[config.mk]
export PLATFORM = sky130hd
export DESIGN_NAME = xlz_ctrl
export DESIGN_NICKNAME = d
export VERILOG_FILES = /design/src/hw/rtl/xlz_pkg.sv /design/src/hw/rtl/xlz_ctrl.sv
export SDC_FILE = /design/constraint.sdc
export NUM_CORES = 1
export LEC_CHECK = 0
export CAP_MARGIN = 25
export CORE_MARGIN = 4
export CORE_UTILIZATION = 40
export DETAILED_ROUTE_END_ITERATION = 8
export DONT_BUFFER_PORTS = 1
export GPL_TIMING_DRIVEN = 0
export PLACE_DENSITY = 0.63
export SETUP_SLACK_MARGIN = 0.3
export SLEW_MARGIN = 15
export SYNTH_ARGS = -nofsm -noshare
export SYNTH_HDL_FRONTEND = slang
export SYNTH_SLANG_ARGS = --single-unit
[constraint.sdc]
create_clock -name clk -period 7.54 [get_ports clk]
set_input_delay 0.377 -clock clk [delete_from_list [all_inputs] [get_ports clk]]
set_output_delay 0.377 -clock clk [all_outputs]
set_load 0.005 [all_outputs]
[src/hw/rtl/xlz_pkg.sv]
package xlz_pkg;

	localparam int unsigned HistDepth   = 8192;
	localparam int unsigned HistAw      = $clog2(HistDepth);
	localparam int unsigned MaxBlock    = 65535;
	localparam int unsigned HeaderBytes = 8;

	typedef enum logic [3:0] {
		PH_HDR    = 4'd0,
		PH_STORED = 4'd1,
		PH_SKIP   = 4'd2,
		PH_FLAGS  = 4'd3,
		PH_ITEM   = 4'd4,
		PH_TOKEN  = 4'd5,
		PH_NIB    = 4'd6,
		PH_EXT8   = 4'd7,
		PH_EXT16  = 4'd8,
		PH_EXT32  = 4'd9,
		PH_COPY   = 4'd10
	} phase_t;

	typedef enum logic [2:0] {
		ERR_NONE    = 3'd0,
		ERR_SIZE    = 3'd1,
		ERR_OFFSET  = 3'd2,
		ERR_EXTLEN  = 3'd3,
		ERR_OVERRUN = 3'd4,
		ERR_SHORT   = 3'd5,
		ERR_TRUNC   = 3'd6
	} err_t;

	typedef struct packed {
		logic       byte_present;
		logic [7:0] data_byte;
		logic       end_of_stream;
	} in_word_t;

	typedef struct packed {
		logic       byte_taken;
		logic       out_valid;
		logic [7:0] out_byte;
		logic       block_last;
		logic [2:0] error_code;
	} out_word_t;

	// per-item result of the control logic
	typedef struct packed {
		logic              taken;
		logic              emit;
		logic              copy;
		logic [7:0]        lit;
		logic              last;
		logic [2:0]        err;
		logic [HistAw-1:0] raddr;
		logic [HistAw-1:0] waddr;
	} res_t;

endpackage

[src/hw/rtl/xlz_ctrl.sv]
module xlz_ctrl (
	input  logic              clk,
	input  logic              arst_n,
	input  logic              accept,
	input  xlz_pkg::in_word_t in_word,
	input  logic              cfg_we,
	input  logic [15:0]       cfg_data,
	output xlz_pkg::res_t     res
);
	import xlz_pkg::*;

	phase_t            phase_q, n_phase;
	logic [63:0]       hdr_q, n_hdr;
	logic [15:0]       comp_left_q, n_comp;
	logic [15:0]       out_left_q, n_oleft;
	logic [15:0]       out_cnt_q, n_cnt;
	logic [31:0]       flag_q, n_flag;
	logic [5:0]        flag_left_q, n_flag_left;
	logic [31:0]       asm_q, n_asm;
	logic [2:0]        fbl_q, n_fbl;
	logic [3:0]        nib_q, n_nib;
	logic              nib_v_q, n_nib_v;
	logic [15:0]       copy_left_q, n_copy_left;
	logic [13:0]       dist_q, n_dist;
	logic [HistAw-1:0] wp_q, n_wp;
	logic [2:0]        err_q, n_err;
	logic [15:0]       limit_q;

	logic [15:0] lim;
	logic [7:0]  b;
	logic        emit_now, sm_req, res_req, after_req;
	logic [32:0] sm_len;
	logic [3:0]  res_n;
	logic [15:0] v16;
	logic [31:0] orig, comp;

	assign lim = (limit_q < 16'(MaxBlock)) ? limit_q : 16'(MaxBlock);
	assign b   = in_word.data_byte;

	always_comb begin
		n_phase     = phase_q;
		n_hdr       = hdr_q;
		n_comp      = comp_left_q;
		n_oleft     = out_left_q;
		n_cnt       = out_cnt_q;
		n_flag      = flag_q;
		n_flag_left = flag_left_q;
		n_asm       = asm_q;
		n_fbl       = fbl_q;
		n_nib       = nib_q;
		n_nib_v     = nib_v_q;
		n_copy_left = copy_left_q;
		n_dist      = dist_q;
		n_wp        = wp_q;
		n_err       = err_q;
		emit_now    = 1'b0;
		sm_req      = 1'b0;
		sm_len      = '0;
		res_req     = 1'b0;
		res_n       = '0;
		after_req   = 1'b0;
		v16         = '0;
		orig        = hdr_q[31:0];
		comp        = hdr_q[63:32];
		res         = '0;
		res.waddr   = wp_q;
		res.raddr   = wp_q - dist_q[HistAw-1:0];

		if (err_q == ERR_NONE) begin
			if (phase_q == PH_COPY) begin
				n_copy_left = copy_left_q - 16'd1;
				emit_now    = 1'b1;
				res.copy    = 1'b1;
				if (out_left_q != 16'd1 && n_copy_left == 16'd0) begin
					after_req = 1'b1;
				end
			end else if (phase_q >= PH_FLAGS && comp_left_q == 16'd0) begin
				n_err = ERR_SHORT;
			end else if (in_word.byte_present) begin
				res.taken = 1'b1;
				if (phase_q == PH_HDR) begin
					n_hdr = {b, hdr_q[63:8]};
					if (fbl_q >= 3'(HeaderBytes - 1)) begin
						n_fbl = '0;
						orig  = n_hdr[31:0];
						comp  = n_hdr[63:32];
						if (orig > {16'd0, lim} || comp > {16'd0, lim}) begin
							n_err = ERR_SIZE;
						end else begin
							n_comp      = comp[15:0];
							n_oleft     = orig[15:0];
							n_cnt       = '0;
							n_nib_v     = 1'b0;
							n_flag_left = '0;
							if (orig == 32'd0) begin
								n_phase = (comp != 32'd0) ? PH_SKIP : PH_HDR;
							end else if (orig == comp) begin
								n_phase = PH_STORED;
							end else begin
								n_phase = PH_FLAGS;
							end
						end
					end else begin
						n_fbl = fbl_q + 3'd1;
					end
				end else begin
					n_comp = comp_left_q - 16'd1;
					case (phase_q)
						PH_STORED: begin
							emit_now = 1'b1;
							res.lit  = b;
						end
						PH_SKIP: begin
							if (n_comp == 16'd0) begin
								n_phase = PH_HDR;
							end
						end
						PH_FLAGS: begin
							n_asm = {b, asm_q[31:8]};
							n_fbl = fbl_q + 3'd1;
							if (fbl_q == 3'd3) begin
								n_flag      = n_asm;
								n_flag_left = 6'd32;
								n_fbl       = '0;
								n_phase     = PH_ITEM;
							end
						end
						PH_ITEM: begin
							n_flag      = {flag_q[30:0], 1'b0};
							n_flag_left = flag_left_q - 6'd1;
							if (!flag_q[31]) begin
								emit_now = 1'b1;
								res.lit  = b;
								if (out_left_q != 16'd1) begin
									after_req = 1'b1;
								end
							end else begin
								n_asm   = {24'd0, b};
								n_phase = PH_TOKEN;
							end
						end
						PH_TOKEN: begin
							v16    = {b, asm_q[7:0]};
							n_dist = {1'b0, v16[15:3]} + 14'd1;
							n_asm  = '0;
							n_fbl  = '0;
							if (v16[2:0] != 3'h7) begin
								sm_req = 1'b1;
								sm_len = 33'(v16[2:0]) + 33'd3;
							end else if (nib_v_q) begin
								n_nib_v = 1'b0;
								res_req = 1'b1;
								res_n   = nib_q;
							end else begin
								n_phase = PH_NIB;
							end
						end
						PH_NIB: begin
							n_nib   = b[7:4];
							n_nib_v = 1'b1;
							res_req = 1'b1;
							res_n   = b[3:0];
						end
						PH_EXT8: begin
							if (b != 8'd255) begin
								sm_req = 1'b1;
								sm_len = 33'(b) + 33'd25;
							end else begin
								n_asm   = '0;
								n_fbl   = '0;
								n_phase = PH_EXT16;
							end
						end
						PH_EXT16: begin
							n_asm = {b, asm_q[31:8]};
							n_fbl = fbl_q + 3'd1;
							if (fbl_q == 3'd1) begin
								v16   = n_asm[31:16];
								n_asm = '0;
								n_fbl = '0;
								if (v16 == 16'd0) begin
									n_phase = PH_EXT32;
								end else if (v16 < 16'd22) begin
									n_err = ERR_EXTLEN;
								end else begin
									sm_req = 1'b1;
									sm_len = 33'(v16) + 33'd3;
								end
							end
						end
						PH_EXT32: begin
							n_asm = {b, asm_q[31:8]};
							n_fbl = fbl_q + 3'd1;
							if (fbl_q == 3'd3) begin
								n_fbl = '0;
								if (n_asm < 32'd22) begin
									n_err = ERR_EXTLEN;
								end else begin
									sm_req = 1'b1;
									sm_len = 33'(n_asm) + 33'd3;
								end
							end
						end
						default: begin
						end
					endcase
				end
			end

			if (res_req) begin
				if (res_n != 4'hF) begin
					sm_req = 1'b1;
					sm_len = 33'(res_n) + 33'd10;
				end else begin
					n_phase = PH_EXT8;
				end
			end

			if (sm_req) begin
				if (n_dist > {1'b0, out_cnt_q[15:0]} && n_dist[13] == 1'b0
						|| n_dist > 14'({1'b0, out_cnt_q[12:0]}) && out_cnt_q[15:13] == 3'd0) begin
					n_err = ERR_OFFSET;
				end else if (sm_len > 33'(out_left_q)) begin
					n_err = ERR_OVERRUN;
				end else begin
					n_copy_left = sm_len[15:0];
					n_phase     = PH_COPY;
				end
			end

			if (after_req) begin
				n_fbl   = '0;
				n_phase = (n_flag_left != 6'd0) ? PH_ITEM : PH_FLAGS;
			end

			if (emit_now) begin
				res.emit = 1'b1;
				n_wp     = wp_q + HistAw'(1);
				n_cnt    = out_cnt_q + 16'd1;
				n_oleft  = out_left_q - 16'd1;
				if (out_left_q == 16'd1) begin
					res.last = 1'b1;
					n_fbl    = '0;
					n_phase  = (n_comp != 16'd0) ? PH_SKIP : PH_HDR;
				end
			end

			if (n_err == ERR_NONE && in_word.end_of_stream && n_phase != PH_COPY
					&& !(n_phase == PH_HDR && n_fbl == 3'd0)) begin
				n_err = ERR_TRUNC;
			end
		end
		res.err = n_err;
	end

	always_ff @(posedge clk or negedge arst_n) begin
		if (!arst_n) begin
			phase_q     <= PH_HDR;
			hdr_q       <= '0;
			comp_left_q <= '0;
			out_left_q  <= '0;
			out_cnt_q   <= '0;
			flag_q      <= '0;
			flag_left_q <= '0;
			asm_q       <= '0;
			fbl_q       <= '0;
			nib_q       <= '0;
			nib_v_q     <= 1'b0;
			copy_left_q <= '0;
			dist_q      <= '0;
			wp_q        <= '0;
			err_q       <= ERR_NONE;
		end else if (accept) begin
			phase_q     <= n_phase;
			hdr_q       <= n_hdr;
			comp_left_q <= n_comp;
			out_left_q  <= n_oleft;
			out_cnt_q   <= n_cnt;
			flag_q      <= n_flag;
			flag_left_q <= n_flag_left;
			asm_q       <= n_asm;
			fbl_q       <= n_fbl;
			nib_q       <= n_nib;
			nib_v_q     <= n_nib_v;
			copy_left_q <= n_copy_left;
			dist_q      <= n_dist;
			wp_q        <= n_wp;
			err_q       <= n_err;
		end
	end

	always_ff @(posedge clk or negedge arst_n) begin
		if (!arst_n) begin
			limit_q <= 16'hFFFF;
		end else if (cfg_we) begin
			limit_q <= cfg_data;
		end
	end

endmodule

==> flow_summary.json <==
{
  "placeableCoreArea_um2": 43500,
  "achievable-frequency_ghz": 0.144,
  "cts_inserted_buffers": 30,
  "remaining_drc_errors": 0,
  "synth.yosys.seq_area_share_pct": 35.2,
  "power.density_cell_area_nw_per_um2": 332,
  "post_drt_via_cell_ratio": 6.06,
  "firstDrtPassIters": 6,
  "critPathCaptureType": "output port",
  "wire_length_of_the_first_global_routing_pass_mm": 97.4,
  "setup_repair_after_global_routing_missed_its_margin": "no",
  "wire_per_inst_um": 22.9,
  "timing.slew.headroom_pct": 32.2,
  "initial_core_util_pct": 40.7,
  "first_global_vias": 16100,
  "crit_type": "reg2out",
  "dieArea_um2": 47700,
  "final_cell_count_no_fill": 2790,
  "layout-drive-gt1-share_pct": 9.57,
  "totalWireLength_mm": 63.8,
  "vias": 16900,
  "layout.nets": 2307,
  "grt.overflow.total": 0,
  "crit_slowest_cell": "o221ai_1",
  "whs_path_depth": 3,
  "p_total_mw": 6.56,
  "synth_async_sr_flop_share_pct": 100,
  "yosys_most_used_dff": "dfrtp_1",
  "critical_path.most_common_cell": "a21oi_1",
  "cts_max_path_buffers": 3,
  "die_w_um": 218,
  "synth_enable_flop_cells": 0,
  "yosysUniqueCellTypes": 97,
  "synth_register_bits": 248,
  "floorplan.rows": 76,
  "drv_cap": 0,
  "clk_transition_reported_paths_ps": 70,
  "syn_avg_cell_area_um2": 8.33,
  "drv_slew": 0,
  "period_share_pct": 92.2,
  "hp-class": "in2reg",
  "drt.antenna.violating_nets": 0,
  "detail_route.iter0.violations": 2014,
  "ir_drop_mv": 0.206,
  "p_r_area_growth_vs_syn_pct": 11.7,
  "syn_nets": 2253,
  "ctsHtreeMaxLevel": 1,
  "postCtsSetupRepairBufs": 0,
  "finalHoldViolations": 0,
  "clock_insertion_delay_worst_skew_ps": 610,
  "fin_skew_ps": 33.1,
  "required_ps": 7160,
  "crit_path_max_incr_delay_ps": 480,
  "arrival_ps": 6580,
  "globalRouteTotalUtil_pct": 26.0,
  "power.static_leakage_nw": 8.34,
  "path_cells": "clkbuf_1 > inv_1 > ha_1 > nor3b_4 > nand4_2 > o21ai_2 > buf_2 > nor2_1 > ha_1 > inv_1 > o221ai_1 > ha_1 > a21oi_1 > o21ai_0 > a2bb2oi_1 > o2111a_1 > o21ai_0 > a21oi_1 > a21oi_1 > and4bb_4 > nand4b_1 > a21oi_1",
  "syn-cell-area_um2": 17700,
  "clkSinkCount": 248,
  "grt_start_max_net_pins": 249,
  "globalplace.congestion": 1.01,
  "place.port_buffers": 0,
  "period_minus_slack_ps": 6950,
  "status": "finished clean",
  "boundaryPins": 71,
  "clock_tree.root_cell": "clkbuf_16",
  "crit_path_start_kind": "flop",
  "antenna_found_initial": 0,
  "synthesis.instances": 2126,
  "dpl.cell_count": 2711,
  "timing.setup.tns_ps": 0,
  "height_of_the_die_um": 218,
  "clock_tree_from_tritoncts": "done",
  "synth-warning-count": 0,
  "worst-r2r-cell-count": 23,
  "tightest_slew_ps": 1020,
  "finalHoldWorstSlack_ps": 143,
  "dp_hpwl_mm": 46.9,
  "final-setup-viol-count": 0,
  "worstPathMaxFanout": 10
}
-- final timing paths --
path | start | endpoint | slack (ps)
min in group asynchronous | arst_n | out_cnt_q[14] | 440
setup reg to reg | comp_left_q[0] | err_q[2] | 1560
max in group asynchronous | arst_n | comp_left_q[4] | 5900
hold reg to reg | flag_q[10] | flag_q[10] | 480
hold / removal | cfg_we | limit_q[6] | 140
setup / recovery | comp_left_q[0] | res[27] | 590
-- stage by stage --
stage	util, %	setup slack, ps	instance area, um2
2_1_floorplan	-	2660	17700
3_3_place_gp	42.4	1140	18400
3_5_place_dp	42.4	1130	18400
4_1_cts	45.4	481	19700
5_1_grt	45.5	401	19800
6_report	45.5	588	19800
-- repair_timing --
| item | CTS | global route |
|---|---|---|
| hold buffers | 19 | 1 |
| setup endpoints to repair | 0 | 2 |
| endpoints found under the hold margin | 265 | 106 |
| resized for setup | 0 | 3 |
-- worst max-delay path, delay by kind of cell (launching register included) --
| kind | cells | cell delay (ps) |
|---|---|---|
| flops | 1 | 390 |
| fa+ha+maj | 3 | 940 |
| buf+inv | 4 | 810 |
| compound gates | 10 | 2390 |
| simple gates | 5 | 1450 |
-- placed cells by master (no fill, tap or decap), types with 15 or more instances in the layout --
| cell | count |
|---|---|
| nand2_1 | 278 |
| o21ai_0 | 211 |
| clkbuf_16 | 32 |
| ha_1 | 96 |
| dfrtp_1 | 232 |
| nand4_1 | 33 |
| clkbuf_1 | 90 |
| mux2_2 | 66 |
| and2_1 | 22 |
| nor4_1 | 51 |
| inv_1 | 98 |
| nor3_1 | 56 |
| dlygate4sd3_1 | 19 |
| nand3_1 | 66 |
| mux2i_1 | 35 |
| buf_2 | 27 |
| xnor2_1 | 50 |
| xor2_1 | 64 |
| a22oi_1 | 24 |
| nor2_1 | 159 |
| a21oi_1 | 126 |
| a31oi_1 | 20 |
| and3_1 | 18 |
| or3_1 | 15 |
| o22ai_1 | 28 |
| dfstp_2 | 16 |
-- cell type report --
type / count / area, um2
multi-input cells: 1654 / 10600
inverters: 98 / 368
flip-flops and latches: 248 / 6230
clock inverters: 13 / 163
repair buffers: 22 / 253
fillers: 4271 / 23700
clock buffers: 43 / 902
diodes: 1 / 2.50
well taps: 585 / 732
plain buffers: 126 / 522
-- synthesized netlist by cell type, drive strengths merged (5+ instances only) --
library cell / number / area share [%]
a211oi: 15 / 0.66
a21boi: 10 / 0.42
a21o: 14 / 0.59
a21oi: 128 / 3.6
a22oi: 25 / 1.1
a31oi: 20 / 0.71
and2: 22 / 0.78
and3: 19 / 0.70
and4: 6 / 0.30
buf: 41 / 1.1
clkbuf: 85 / 1.8
dfrtp: 232 / 33
dfstp: 16 / 2.4
ha: 96 / 6.8
inv: 98 / 2.1
mux2: 66 / 4.2
mux2i: 35 / 2.0
nand2: 278 / 5.9
nand2b: 11 / 0.39
nand3: 66 / 1.9
nand3b: 5 / 0.21
nand4: 34 / 1.2
nor2: 159 / 3.4
nor2b: 14 / 0.49
nor3: 60 / 1.8
nor3b: 5 / 0.30
nor4: 54 / 2.0
nor4b: 6 / 0.33
o211ai: 7 / 0.37
o21a: 5 / 0.21
o21ai: 218 / 6.2
o221ai: 8 / 0.40
o22ai: 28 / 0.99
o31ai: 12 / 0.51
or2: 8 / 0.28
or3: 15 / 0.53
or4: 11 / 0.47
xnor2: 50 / 2.5
xor2: 64 / 3.2
-- registers in the layout, indices dropped and copies added (netlist names) --
| name | flops |
|---|---|
| fbl_q | 3 |
| err_q | 3 |
| out_left_q | 16 |
| flag_q | 32 |
| nib_v_q | 1 |
| limit_q | 16 |
| dist_q | 14 |
| out_cnt_q | 16 |
| hdr_q | 56 |
| nib_q | 4 |
| phase_q | 4 |
| wp_q | 13 |
| asm_q | 32 |
| comp_left_q | 16 |
| copy_left_q | 16 |
| flag_left_q | 6 |
-- routing by layer --
| layer | vias to the layer above | track usage, % | routed length (um) |
|---|---|---|---|
| met5 | - | 0 | 0 |
| met4 | 0 | 8.15 | 2230 |
| met3 | 128 | 4.67 | 4790 |
| met2 | 673 | 41.2 | 28900 |
| met1 | 8329 | 36.3 | 27800 |
| li1 | 7785 | - | - |
-- where the power goes --
part / switching (mW) / internal [mW]
Clock: 0.645 / 0.937
Combinational: 1.83 / 1.05
Sequential: 0.444 / 1.65
-- cell families after synthesis --
family / count (synthesis) / synth area share, %
xor+xnor: 114 / 5.64
simple gates: 792 / 22.1
buf+inv: 224 / 5.02
mux: 101 / 6.18
fa+ha+maj: 97 / 6.90
compound gates: 550 / 19.0
flops: 248 / 35.2
(Power assumes the default switching activity.)
